## config.mk

```make
export PLATFORM = sky130hd
export DESIGN_NAME = char_lcd_nibble_interface_flat
export DESIGN_NICKNAME = d
export VERILOG_FILES = /design/src/hw/rtl/clni_pkg.sv /design/src/hw/rtl/clni_req_if.sv /design/src/hw/rtl/clni_pin_if.sv /design/src/hw/rtl/char_lcd_nibble_interface.sv /design/src/hw/rtl/clni_sequencer.sv /design/src/hw/rtl/clni_pin_datapath.sv /design/src/flat_wrapper.sv
export SDC_FILE = /design/constraint.sdc
export NUM_CORES = 1
export LEC_CHECK = 0
export BUFFER_PORTS_ARGS = -buffer_cell sky130_fd_sc_hd__buf_2
export CAP_MARGIN = 40
export CORE_UTILIZATION = 40
export CTS_CLUSTER_SIZE = 14
export DETAILED_ROUTE_END_ITERATION = 6
export PLACE_DENSITY_LB_ADDON = 0.15
export SLEW_MARGIN = 20
export SYNTH_ARGS = -nofsm -noshare
export SYNTH_HDL_FRONTEND = slang
export SYNTH_SLANG_ARGS = --single-unit
export TNS_END_PERCENT = 50
```

## constraint.sdc

```tcl
create_clock -name clk -period 3.11 [get_ports clk]
set_input_delay 0.933 -clock clk [delete_from_list [all_inputs] [get_ports clk]]
set_output_delay 0.933 -clock clk [all_outputs]
set_load 0.005 [all_outputs]
```

## src/hw/rtl/clni_pkg.sv

```systemverilog
// Shared types, constants and the microcode program of the character LCD nibble interface.
package clni_pkg;

    localparam int unsigned PC_W   = 5;
    localparam int unsigned HOLD_W = 15;

    // Request operation codes.
    localparam logic [2:0] FUNC_INIT    = 3'd0;
    localparam logic [2:0] FUNC_COMMAND = 3'd1;
    localparam logic [2:0] FUNC_DATA    = 3'd2;
    localparam logic [2:0] FUNC_CLEAR   = 3'd3;
    localparam logic [2:0] FUNC_CURSOR  = 3'd4;

    localparam logic [7:0] CURSOR_MASK = 8'h47;
    localparam logic [7:0] CURSOR_BASE = 8'h80;

    localparam logic [HOLD_W-1:0] PHASE_HOLD = 15'd10;
    localparam logic [HOLD_W-1:0] POWER_HOLD = 15'd20000;

    // Entry points of the program.
    localparam logic [PC_W-1:0] A_INIT   = 5'd0;
    localparam logic [PC_W-1:0] A_BYTE   = 5'd13;
    localparam logic [PC_W-1:0] A_CLEAR  = 5'd15;
    localparam logic [PC_W-1:0] A_CURSOR = 5'd19;
    localparam logic [PC_W-1:0] A_END    = 5'd20;

    localparam logic [1:0] PHASE_LAST = 2'd2;

    typedef enum logic [3:0] {
        K_WAIT   = 4'b0001,
        K_NIB    = 4'b0010,
        K_CURSOR = 4'b0100,
        K_END    = 4'b1000
    } kind_t;

    typedef enum logic [1:0] {
        NS_CONST = 2'd0,
        NS_HI    = 2'd1,
        NS_LO    = 2'd2
    } nsrc_t;

    typedef struct packed {
        kind_t             kind;
        nsrc_t             nsrc;
        logic [3:0]        nib;
        logic [HOLD_W-1:0] hold;   // hold of the final phase
        logic              last;
        logic [PC_W-1:0]   target;
    } ucode_t;

    // Control passed from the sequencer to the pin datapath.
    typedef struct packed {
        logic              fire;
        logic              rs;
        logic              is_wait;
        nsrc_t             nsrc;
        logic [3:0]        nib;
        logic [7:0]        byte_val;
        logic [1:0]        phase;
        logic [HOLD_W-1:0] hold;
        logic              last;
    } ctl_t;

    function automatic ucode_t uw(input kind_t kind, input nsrc_t nsrc, input logic [3:0] nib,
                                  input logic [HOLD_W-1:0] hold, input logic last,
                                  input logic [PC_W-1:0] target);
        ucode_t w;
        w.kind   = kind;
        w.nsrc   = nsrc;
        w.nib    = nib;
        w.hold   = hold;
        w.last   = last;
        w.target = target;
        return w;
    endfunction

    function automatic ucode_t ucode_rom(input logic [PC_W-1:0] addr);
        ucode_t w;
        case (addr)
            // Power-up: long wait, four bare nibbles, then four command bytes.
            5'd0:  w = uw(K_WAIT, NS_CONST, 4'h0, POWER_HOLD, 1'b0, A_END);
            5'd1:  w = uw(K_NIB, NS_CONST, 4'h3, 15'd5010, 1'b0, A_END);
            5'd2:  w = uw(K_NIB, NS_CONST, 4'h3, 15'd110, 1'b0, A_END);
            5'd3:  w = uw(K_NIB, NS_CONST, 4'h3, 15'd110, 1'b0, A_END);
            5'd4:  w = uw(K_NIB, NS_CONST, 4'h2, 15'd110, 1'b0, A_END);
            5'd5:  w = uw(K_NIB, NS_CONST, 4'h2, 15'd10, 1'b0, A_END);
            5'd6:  w = uw(K_NIB, NS_CONST, 4'h8, 15'd100, 1'b0, A_END);
            5'd7:  w = uw(K_NIB, NS_CONST, 4'h1, 15'd10, 1'b0, A_END);
            5'd8:  w = uw(K_NIB, NS_CONST, 4'h4, 15'd100, 1'b0, A_END);
            5'd9:  w = uw(K_NIB, NS_CONST, 4'h0, 15'd10, 1'b0, A_END);
            5'd10: w = uw(K_NIB, NS_CONST, 4'h6, 15'd100, 1'b0, A_END);
            5'd11: w = uw(K_NIB, NS_CONST, 4'h0, 15'd10, 1'b0, A_END);
            5'd12: w = uw(K_NIB, NS_CONST, 4'hC, 15'd100, 1'b1, A_END);
            // Single byte from the request register.
            5'd13: w = uw(K_NIB, NS_HI, 4'h0, 15'd10, 1'b0, A_END);
            5'd14: w = uw(K_NIB, NS_LO, 4'h0, 15'd100, 1'b1, A_END);
            // Clear display, then return home, each with the long settle time.
            5'd15: w = uw(K_NIB, NS_CONST, 4'h0, 15'd10, 1'b0, A_END);
            5'd16: w = uw(K_NIB, NS_CONST, 4'h1, 15'd1740, 1'b0, A_END);
            5'd17: w = uw(K_NIB, NS_CONST, 4'h0, 15'd10, 1'b0, A_END);
            5'd18: w = uw(K_NIB, NS_CONST, 4'h2, 15'd1740, 1'b1, A_END);
            // Cursor: test the location, then share the byte routine.
            5'd19: w = uw(K_CURSOR, NS_CONST, 4'h0, PHASE_HOLD, 1'b0, A_BYTE);
            default: w = uw(K_END, NS_CONST, 4'h0, PHASE_HOLD, 1'b1, A_END);
        endcase
        return w;
    endfunction

    function automatic logic [PC_W-1:0] dispatch(input logic [2:0] func);
        logic [PC_W-1:0] a;
        case (func)
            FUNC_INIT:    a = A_INIT;
            FUNC_COMMAND: a = A_BYTE;
            FUNC_DATA:    a = A_BYTE;
            FUNC_CLEAR:   a = A_CLEAR;
            FUNC_CURSOR:  a = A_CURSOR;
            default:      a = A_END;
        endcase
        return a;
    endfunction

endpackage

```

## src/hw/rtl/clni_req_if.sv

```systemverilog
// Request channel interface: operation code and byte.
interface clni_req_if;
    logic       valid;
    logic       ready;
    logic [2:0] func;
    logic [7:0] value;

    modport source (output valid, output func, output value, input ready);
    modport sink (input valid, input func, input value, output ready);
endinterface

```

## src/hw/rtl/clni_pin_if.sv

```systemverilog
// Pin-state channel interface: one LCD pin state and its hold time.
interface clni_pin_if;
    logic        valid;
    logic        ready;
    logic        rs;
    logic        enable;
    logic [3:0]  nibble;
    logic [14:0] hold;
    logic        last;

    modport source (output valid, output rs, output enable, output nibble, output hold,
                    output last, input ready);
    modport sink (input valid, input rs, input enable, input nibble, input hold,
                  input last, output ready);
endinterface

```

## src/hw/rtl/char_lcd_nibble_interface.sv

```systemverilog
// Top level of the 4-bit character LCD interface: sequencer and pin datapath.
//
//  Channel  Direction  Transfer payload
//  req      in         func (3 bits), value (8 bits)
//  pins     out        rs, enable, nibble (4 bits), hold (15 bits), last
//
// The microcode sequencer issues one pin state per cycle while the pins channel is
// not stalled. A request is taken only when the previous one has issued all its
// pin states. Reset is asynchronous and clears the sequencer's busy flag, program
// counter and phase counter and output valid. A stall on pins holds the sequencer.
module char_lcd_nibble_interface (
    input  logic       clk,
    input  logic       rst_n,
    clni_req_if.sink   req,
    clni_pin_if.source pins
);

    clni_pkg::ctl_t ctl;
    logic           emit_ok;

    clni_sequencer u_seq (
        .clk     (clk),
        .rst_n   (rst_n),
        .req     (req),
        .emit_ok (emit_ok),
        .ctl     (ctl)
    );

    clni_pin_datapath u_dp (
        .clk     (clk),
        .rst_n   (rst_n),
        .ctl     (ctl),
        .emit_ok (emit_ok),
        .pins    (pins)
    );

endmodule

```

## src/hw/rtl/clni_sequencer.sv

```systemverilog
// Microcode sequencer: program counter, strobe phase counter and request registers.
module clni_sequencer (
    input  logic            clk,
    input  logic            rst_n,
    clni_req_if.sink        req,
    input  logic            emit_ok,
    output clni_pkg::ctl_t  ctl
);

    logic                      busy_reg, busy_next;
    logic [clni_pkg::PC_W-1:0] pc_reg, pc_next;
    logic [1:0]                phase_reg, phase_next;
    logic                      rs_reg, rs_next;
    logic [7:0]                byte_reg, byte_next;
    clni_pkg::ucode_t          cw;
    logic                      step_done;

    assign req.ready = !busy_reg;
    assign cw        = clni_pkg::ucode_rom(pc_reg);

    always_comb
    begin
        busy_next  = busy_reg;
        pc_next    = pc_reg;
        phase_next = phase_reg;
        rs_next    = rs_reg;
        byte_next  = byte_reg;
        step_done  = 1'b0;

        ctl.fire     = 1'b0;
        ctl.rs       = rs_reg;
        ctl.is_wait  = (cw.kind == clni_pkg::K_WAIT);
        ctl.nsrc     = cw.nsrc;
        ctl.nib      = cw.nib;
        ctl.byte_val = byte_reg;
        ctl.phase    = phase_reg;
        ctl.hold     = cw.hold;
        ctl.last     = cw.last;

        if (!busy_reg)
        begin
            if (req.valid)
            begin
                busy_next  = 1'b1;
                pc_next    = clni_pkg::dispatch(req.func);
                phase_next = 2'd0;
                rs_next    = (req.func == clni_pkg::FUNC_DATA);
                byte_next  = req.value;
            end
        end
        else
        begin
            case (cw.kind)
                clni_pkg::K_WAIT:
                begin
                    if (emit_ok)
                    begin
                        ctl.fire  = 1'b1;
                        step_done = 1'b1;
                    end
                end
                clni_pkg::K_NIB:
                begin
                    if (emit_ok)
                    begin
                        ctl.fire = 1'b1;
                        if (phase_reg == clni_pkg::PHASE_LAST)
                        begin
                            phase_next = 2'd0;
                            step_done  = 1'b1;
                        end
                        else
                        begin
                            phase_next = phase_reg + 2'd1;
                        end
                    end
                end
                clni_pkg::K_CURSOR:
                begin
                    // A location with any masked bit set is dropped without output.
                    if ((byte_reg & clni_pkg::CURSOR_MASK) != 8'h00)
                    begin
                        busy_next = 1'b0;
                    end
                    else
                    begin
                        byte_next = byte_reg + clni_pkg::CURSOR_BASE;
                        pc_next   = cw.target;
                    end
                end
                default:
                begin
                    busy_next = 1'b0;
                end
            endcase

            if (step_done)
            begin
                if (cw.last)
                begin
                    busy_next = 1'b0;
                end
                else
                begin
                    pc_next = pc_reg + 5'd1;
                end
            end
        end
    end

    always_ff @(posedge clk or negedge rst_n)
    begin
        if (!rst_n)
        begin
            busy_reg  <= 1'b0;
            pc_reg    <= clni_pkg::A_END;
            phase_reg <= 2'd0;
        end
        else
        begin
            busy_reg  <= busy_next;
            pc_reg    <= pc_next;
            phase_reg <= phase_next;
        end
    end

    always_ff @(posedge clk)
    begin
        rs_reg   <= rs_next;
        byte_reg <= byte_next;
    end

endmodule

```

## src/hw/rtl/clni_pin_datapath.sv

```systemverilog
// Pin datapath: forms each pin state from the control word and holds it in the output register.
module clni_pin_datapath (
    input  logic            clk,
    input  logic            rst_n,
    input  clni_pkg::ctl_t  ctl,
    output logic            emit_ok,
    clni_pin_if.source      pins
);

    logic                        valid_reg, valid_next;
    logic                        rs_reg;
    logic                        enable_reg;
    logic [3:0]                  nibble_reg;
    logic [clni_pkg::HOLD_W-1:0] hold_reg;
    logic                        last_reg;

    logic                        final_phase;
    logic [3:0]                  nib_sel;

    assign emit_ok     = !valid_reg || pins.ready;
    assign final_phase = ctl.is_wait || (ctl.phase == clni_pkg::PHASE_LAST);

    always_comb
    begin
        case (ctl.nsrc)
            clni_pkg::NS_HI: nib_sel = ctl.byte_val[7:4];
            clni_pkg::NS_LO: nib_sel = ctl.byte_val[3:0];
            default:         nib_sel = ctl.nib;
        endcase
    end

    always_comb
    begin
        valid_next = valid_reg;
        if (ctl.fire)
        begin
            valid_next = 1'b1;
        end
        else if (pins.ready)
        begin
            valid_next = 1'b0;
        end
    end

    always_ff @(posedge clk or negedge rst_n)
    begin
        if (!rst_n)
        begin
            valid_reg <= 1'b0;
        end
        else
        begin
            valid_reg <= valid_next;
        end
    end

    // E is high only in the middle phase of a nibble.
    always_ff @(posedge clk)
    begin
        if (ctl.fire)
        begin
            rs_reg     <= ctl.rs && !ctl.is_wait;
            enable_reg <= !ctl.is_wait && (ctl.phase == 2'd1);
            nibble_reg <= ctl.is_wait ? 4'h0 : nib_sel;
            hold_reg   <= final_phase ? ctl.hold : clni_pkg::PHASE_HOLD;
            last_reg   <= final_phase && ctl.last;
        end
    end

    assign pins.valid  = valid_reg;
    assign pins.rs     = rs_reg;
    assign pins.enable = enable_reg;
    assign pins.nibble = nibble_reg;
    assign pins.hold   = hold_reg;
    assign pins.last   = last_reg;

endmodule

```

## src/flat_wrapper.sv

```systemverilog
// flat-port wrapper written by rule: the top's interface ports become plain ports
module char_lcd_nibble_interface_flat 
  (clk, rst_n, req_valid, req_func, req_value, req_ready, pins_valid, pins_rs, pins_enable, pins_nibble, pins_hold, pins_last, pins_ready);
  clni_req_if req_i ();
  clni_pin_if pins_i ();
  input  logic clk;
  input  logic rst_n;
  input wire logic [$bits(req_i.valid)-1:0] req_valid;
  input wire logic [$bits(req_i.func)-1:0] req_func;
  input wire logic [$bits(req_i.value)-1:0] req_value;
  output wire logic [$bits(req_i.ready)-1:0] req_ready;
  output wire logic [$bits(pins_i.valid)-1:0] pins_valid;
  output wire logic [$bits(pins_i.rs)-1:0] pins_rs;
  output wire logic [$bits(pins_i.enable)-1:0] pins_enable;
  output wire logic [$bits(pins_i.nibble)-1:0] pins_nibble;
  output wire logic [$bits(pins_i.hold)-1:0] pins_hold;
  output wire logic [$bits(pins_i.last)-1:0] pins_last;
  input wire logic [$bits(pins_i.ready)-1:0] pins_ready;
  assign req_i.valid = req_valid;
  assign req_i.func = req_func;
  assign req_i.value = req_value;
  assign req_ready = req_i.ready;
  assign pins_valid = pins_i.valid;
  assign pins_rs = pins_i.rs;
  assign pins_enable = pins_i.enable;
  assign pins_nibble = pins_i.nibble;
  assign pins_hold = pins_i.hold;
  assign pins_last = pins_i.last;
  assign pins_i.ready = pins_ready;
  char_lcd_nibble_interface u_core (.clk(clk), .rst_n(rst_n), .req(req_i), .pins(pins_i));
endmodule
```

Word level (Yosys, flattened, before mapping)
Memory sizes are Yosys's and may differ from the RTL's.
Index checks and enable logic that the tools add are counted.
{"block": "word_totals", "elab_cells": 80, "mem_count": 1, "inputBits": 15, "romBits": 864, "output_inout_bits": 24, "register_bits": 40}
{"block": "classes", "n_addsub": 3, "mux": 32, "reduce_logical": 17, "bitwise": 1, "n_eq_ne": 15}
{"memory": "(no name shown)", "depth": 32, "word_bits": 27, "read_ports": 1, "rd_clocked_by_memory_dff": 0, "wr": 0, "line_no": "clni_pkg.sv:79", "source": "case (addr)"}
{"op": "$mux 8", "n": 4}
{"op": "$mux 5", "n": 6}
{"op": "$pmux 5 s4", "n": 1}
{"op": "$mux 1", "n": 13}
{"op": "$mux 2", "n": 5}
{"op": "$add 8x8->8 const B", "n": 1}
{"op": "$pmux 4 s2", "n": 1}
{"op": "$reduce_bool 8->1", "n": 1}
{"op": "$eq 3x2->1 const B", "n": 2}
{"op": "$ne 2x1->1 const B", "n": 3}
{"op": "$reduce_and 3->1", "n": 2}
{"op": "$add 5x1->5 const B", "n": 1}
{"op": "$eq 2x1->1 const B", "n": 2}
{"op": "$eq 2x2->1 const B", "n": 2}
{"op": "$eq 4x1->1 const B", "n": 1}
{"op": "$eq 4x2->1 const B", "n": 1}
{"op": "$eq 4x3->1 const B", "n": 1}
{"op": "$pmux 1 s2", "n": 2}
{"op": "$reduce_bool 2->1", "n": 2}
{"op": "$reduce_or 2->1", "n": 2}
{"op": "$eq 3x1->1 const B", "n": 1}
{"op": "$eq 3x3->1 const B", "n": 1}
{"op": "$logic_and 1x1->1", "n": 3}
{"op": "$logic_not 1->1", "n": 3}
{"op": "6 further kinds", "n": 7}

Longest topological paths before layout
{"block": "logic_depth", "ltp_word": 7, "ltp_mapped": 9, "depth_no_buf": 9}

By module
Synthesis repeated with hierarchy kept, for this count alone.
{"block": "hier_totals", "hier_cells": 225, "area_unflattened_um2": 2451.1}
{"module": "clni_sequencer", "area_per_inst_um2": 1448.9, "instances": 1, "seq_area_each_um2": 473.0, "cells_per_inst": 161}
{"module": "clni_pin_datapath", "area_per_inst_um2": 1002.2, "instances": 1, "seq_area_each_um2": 685.7, "cells_per_inst": 64}

Worst setup path after synthesis
No wires, ideal clock.
{"block": "synth_path", "path_kind": "register to register", "from": "reg u_core.u_seq.pc_reg[2] in the netlist's numbering", "to": "reg u_core.u_dp.enable_reg (netlist: u_core.u_dp.pins.enable) (enable)", "t_arrival_ps": 2087, "setup_time_ps": 374, "slack_ps": 649, "stages_incl_launch_ff": 7, "synth_period_minus_slack_ps": 2461, "required_time_ps": 2736, "n_path_buf": 1, "cell_sequence": "dfstp_2 > clkbuf_8 > inv_1 > ha_1 > or4b_4 > a21oi_1 > and2_1"}
{"item": "start: declaration", "line_no": "clni_sequencer.sv:11", "source": "logic [clni_pkg::PC_W-1:0] pc_reg, pc_next;"}
{"item": "start signal: assignment", "line_no": "clni_sequencer.sv:116", "source": "pc_reg <= clni_pkg::A_END;"}
{"item": "start signal: assignment", "line_no": "clni_sequencer.sv:122", "source": "pc_reg <= pc_next;"}
{"item": "end signal: assignment", "line_no": "clni_pin_datapath.sv:63", "source": "enable_reg <= !ctl.is_wait && (ctl.phase == 2'd1);"}
{"item": "end: declaration", "line_no": "clni_pin_datapath.sv:12", "source": "logic enable_reg;"}

==> summary.md <==
| Metric | Value |
|---|---|
| I/O Buffers | 36 |
| Hold Fails Final Rpt | 0 |
| Critical path class | register to register |
| Mean Syn Cell Area | approximately 11 µm² |
| Worst Skew | 0.005558 ns |
| GPL Wtd Cong | 0.9151 |
| Simple-gate share of the synthesized area | 19.28% |
| Crit share post-route | between 80% and 90% |
| HP Class | input port to async pin |
| Largest net degree at the start of global routing | 22 |
| Synth Area in Adders | roughly 5.3% |
| Leakage power | about 0.94 nW |
| WHS | around 0.49 ns |
| Initial antenna violation count | 0 |
| Vias in the first global route | about 1400 |
| Max-Cap Viols | 0 |
| Fillers | around 470 |
| Max clock buf depth | 2 |
| Max Fclk | 390.8 MHz |
| Primary FF master, synth | edfxtp_1 |
| Post-cts sizing count | 0 |
| Relative max-transition margin | between 60% and 70% |
| Row Count | 25 |
| Mapped Cells | around 200 |
| # diodes | 0 |
| Layout cells sized above 1 | between 20 and 30% |
| Max reg flops | 9 |
| Largest family of logic cells by synthesized area | simple AND/OR/NAND/NOR gates |
| Seq cells post-synth | 34 |
| First-pass GRT wire length | approximately 7 mm |
| Post-synthesis mux area share | less than 1% |
| Layout Area Growth over Synthesis | 12.99% |
| Drc violations | 0 |
| Critical Path Fanout Max | 21 |
| Post-Synth XOR/XNOR Area | less than 1% |
| Worst vdd ir | between 0.0005 and 0.0006 V |
| Worst Tran Pin Value | roughly 0.54 ns |
| Net count reported at finish | roughly 250 |
| Compound-Gate Fraction of Synth Area | a little under a fifth |
| Die Ht | roughly 74 µm |
| Cell Pwr Density | about 1000 mW/mm² |
| Critical Path Source | u_core.u_seq.pc_reg[2]$_DFFE_PN1P_ |
| Final setup vio count | 0 |
| Final Critical Period | 2.559 ns |
| Critical Path Sink Type | register |
| Top cell type's share of synthesized area | 35.93% |
| First-pass iteration count of the detailed router | 4 |
| Reg clk slew, reported paths | approximately 0.070 ns |
| Clk sinks | 34 |
| EDFF count, synth | 25 |
| Critical path arrival | 2.53 ns |
| Status | finished, final reports clean |
| Die area | around 0.0055 mm² |
| Warnings, synthesis | 0 |
| Die X | ~74 µm |
| # hold bufs at CTS | 0 |
| Post-CTS setup buffer count | 0 |
| RSZ-0062 raised after global routing | false |
| Vias per inst | roughly 5.2 |
| Top cells by area, synth | edfxtp_1, dfrtp_1, ha_1 |
| DR iter-0 viols | roughly 100 |
| Area leader, netlist | edfxtp_1 |
| Max Slew Vio Count | 0 |
| Global Route Usage Sum | between 15 and 20% |
| Asr flop ratio synth | a little over a quarter |
| Placed cell count | around 290 |
| Yosys cell types | 61 |
| Sequential cell area fraction in the yosys report | roughly 47% |
| Avg WL per Cell | 14.35 µm |
| Reg2Reg Launch Point | u_core.u_seq.pc_reg[2]$_DFFE_PN1P_ |
| Worst Path Required | 3.08 ns |
| Area of the mapped netlist | 0.002090 mm² |
| Clock Tree Root | clkbuf_8 |
| Grt ovf | 0 |
| CTS tree | done |
| Routed WL | 4.262 mm |
| Post-route ant nets | 0 |
| Worst skew pair latency | roughly 0.28 ns |
| Initial Util | approximately 43% |
| Ports | 39 |
| Total power | 2.352 mW |
| Startpoint class of the critical path | register |
| Final core occ | roughly 48% |
| Vias | ~1600 |
| Setup TNS Final | 0 ns |
| Core ar. | 0.004880 mm² |
| Htree depth | 2 |
| Non-Filler Instances | about 300 |
| Clock buffer count from CTS | 5 |
| DPL Wire Length | approximately 3.2 mm |
[through the flow]
step / setup slack (ns) / area [µm²]
2_1_floorplan: 0.6487 / 2093
3_3_place_gp: 0.6264 / 2245
3_5_place_dp: 0.6004 / 2245
4_1_cts: 0.5822 / 2361
5_1_grt: 0.4274 / 2361
6_report: 0.5514 / 2361
[power by group]
group          internal (mW)  leakage (nW)  switching (mW)  total [mW]
combinational          0.444         0.538           0.560        1.00
clock                  0.261        0.0585           0.154       0.415
sequential             0.730         0.342           0.202       0.932
[cell usage after synthesis (5+ instances only)]
library cell and instances:
a21oi_1 6, buf_4 7, dfrtp_1 7, edfxtp_1 25
ha_1 8, inv_1 10, nand2_1 17, nand3_1 6
nor2_1 14, nor2b_1 10, o211ai_1 5, o21ai_0 12
[final cells by class]
cell class	instances	area [µm²]	area share, %
clock buffers	7	86.33	3.657
clock inverters	1	30.03	1.272
repair buffers	38	195.2	8.267
inverters	12	45.04	1.908
well taps	67	83.83	3.551
multi-input cells	138	942.2	39.90
flip-flops and latches	34	978.4	41.44
[metal layers]
metal	vias to the layer above	GRT usage, %	wire, µm
met4	0	4.403	41
met1	722	24.70	2154
met2	37	25.86	1893
met3	6	4.472	172
met5	-	0	0
li1	786	-	-
[worst max-delay path, stage by stage (launching register included)]
cell     delay (ns)
dfstp_2        0.73
inv_1          0.18
ha_1           0.24
or4b_4         0.51
a21oi_1        0.19
and2_1         0.14
buf_4          0.25
[cell usage in the layout, fill, tap and decap left out, types with 2 or more instances in the layout]
cell	synthesis	final
o221a_1	3	3
xnor2_1	2	2
a21oi_1	6	6
dfrtp_1	7	7
o221ai_1	3	3
or2b_2	2	2
nand2_1	17	17
inv_1	10	10
a211oi_1	3	3
conb_1	1	2
edfxtp_1	25	25
and2_1	3	3
ha_1	8	8
a221oi_1	3	3
o211ai_1	5	5
clkbuf_8	3	6
a22oi_1	2	2
dfstp_2	2	2
o21ai_0	12	12
nor3b_1	2	2
nor2b_1	10	10
nor2_1	14	14
or3b_2	2	2
buf_4	7	2
buf_2	0	36
or2_2	2	2
nand3_1	6	6
[final timing paths]
check / cells after the start / end / slack, ns
min reg2reg: 1 / u_core.u_dp.pins.rs$_DFFE_PP_ / 0.59
max reg2reg: 6 / u_core.u_dp.pins.hold[9]$_SDFFCE_PP0P_ / 0.55
min: 1 / u_core.u_seq.busy_reg$_DFF_PN0_ / 0.49
max in group asynchronous: 1 / u_core.u_seq.pc_reg[2]$_DFFE_PN1P_ / 2.36
max: 6 / u_core.u_dp.pins.hold[9]$_SDFFCE_PP0P_ / 0.55
min in group clk: 1 / u_core.u_dp.pins.rs$_DFFE_PP_ / 0.59
[cell families (layout without fill, tap and decap cells)]
group,count (synthesis),after routing
XOR/XNOR,2,2
buffers and inverters,27,58
AND/OR/NAND/NOR,72,72
adder cells (fa/ha/maj),9,9
AO/OA/AOI/OAI,52,52
other,1,2
flip-flops,34,34
multiplexers,1,1
Note: power is estimated with default switching activity, not from simulation.
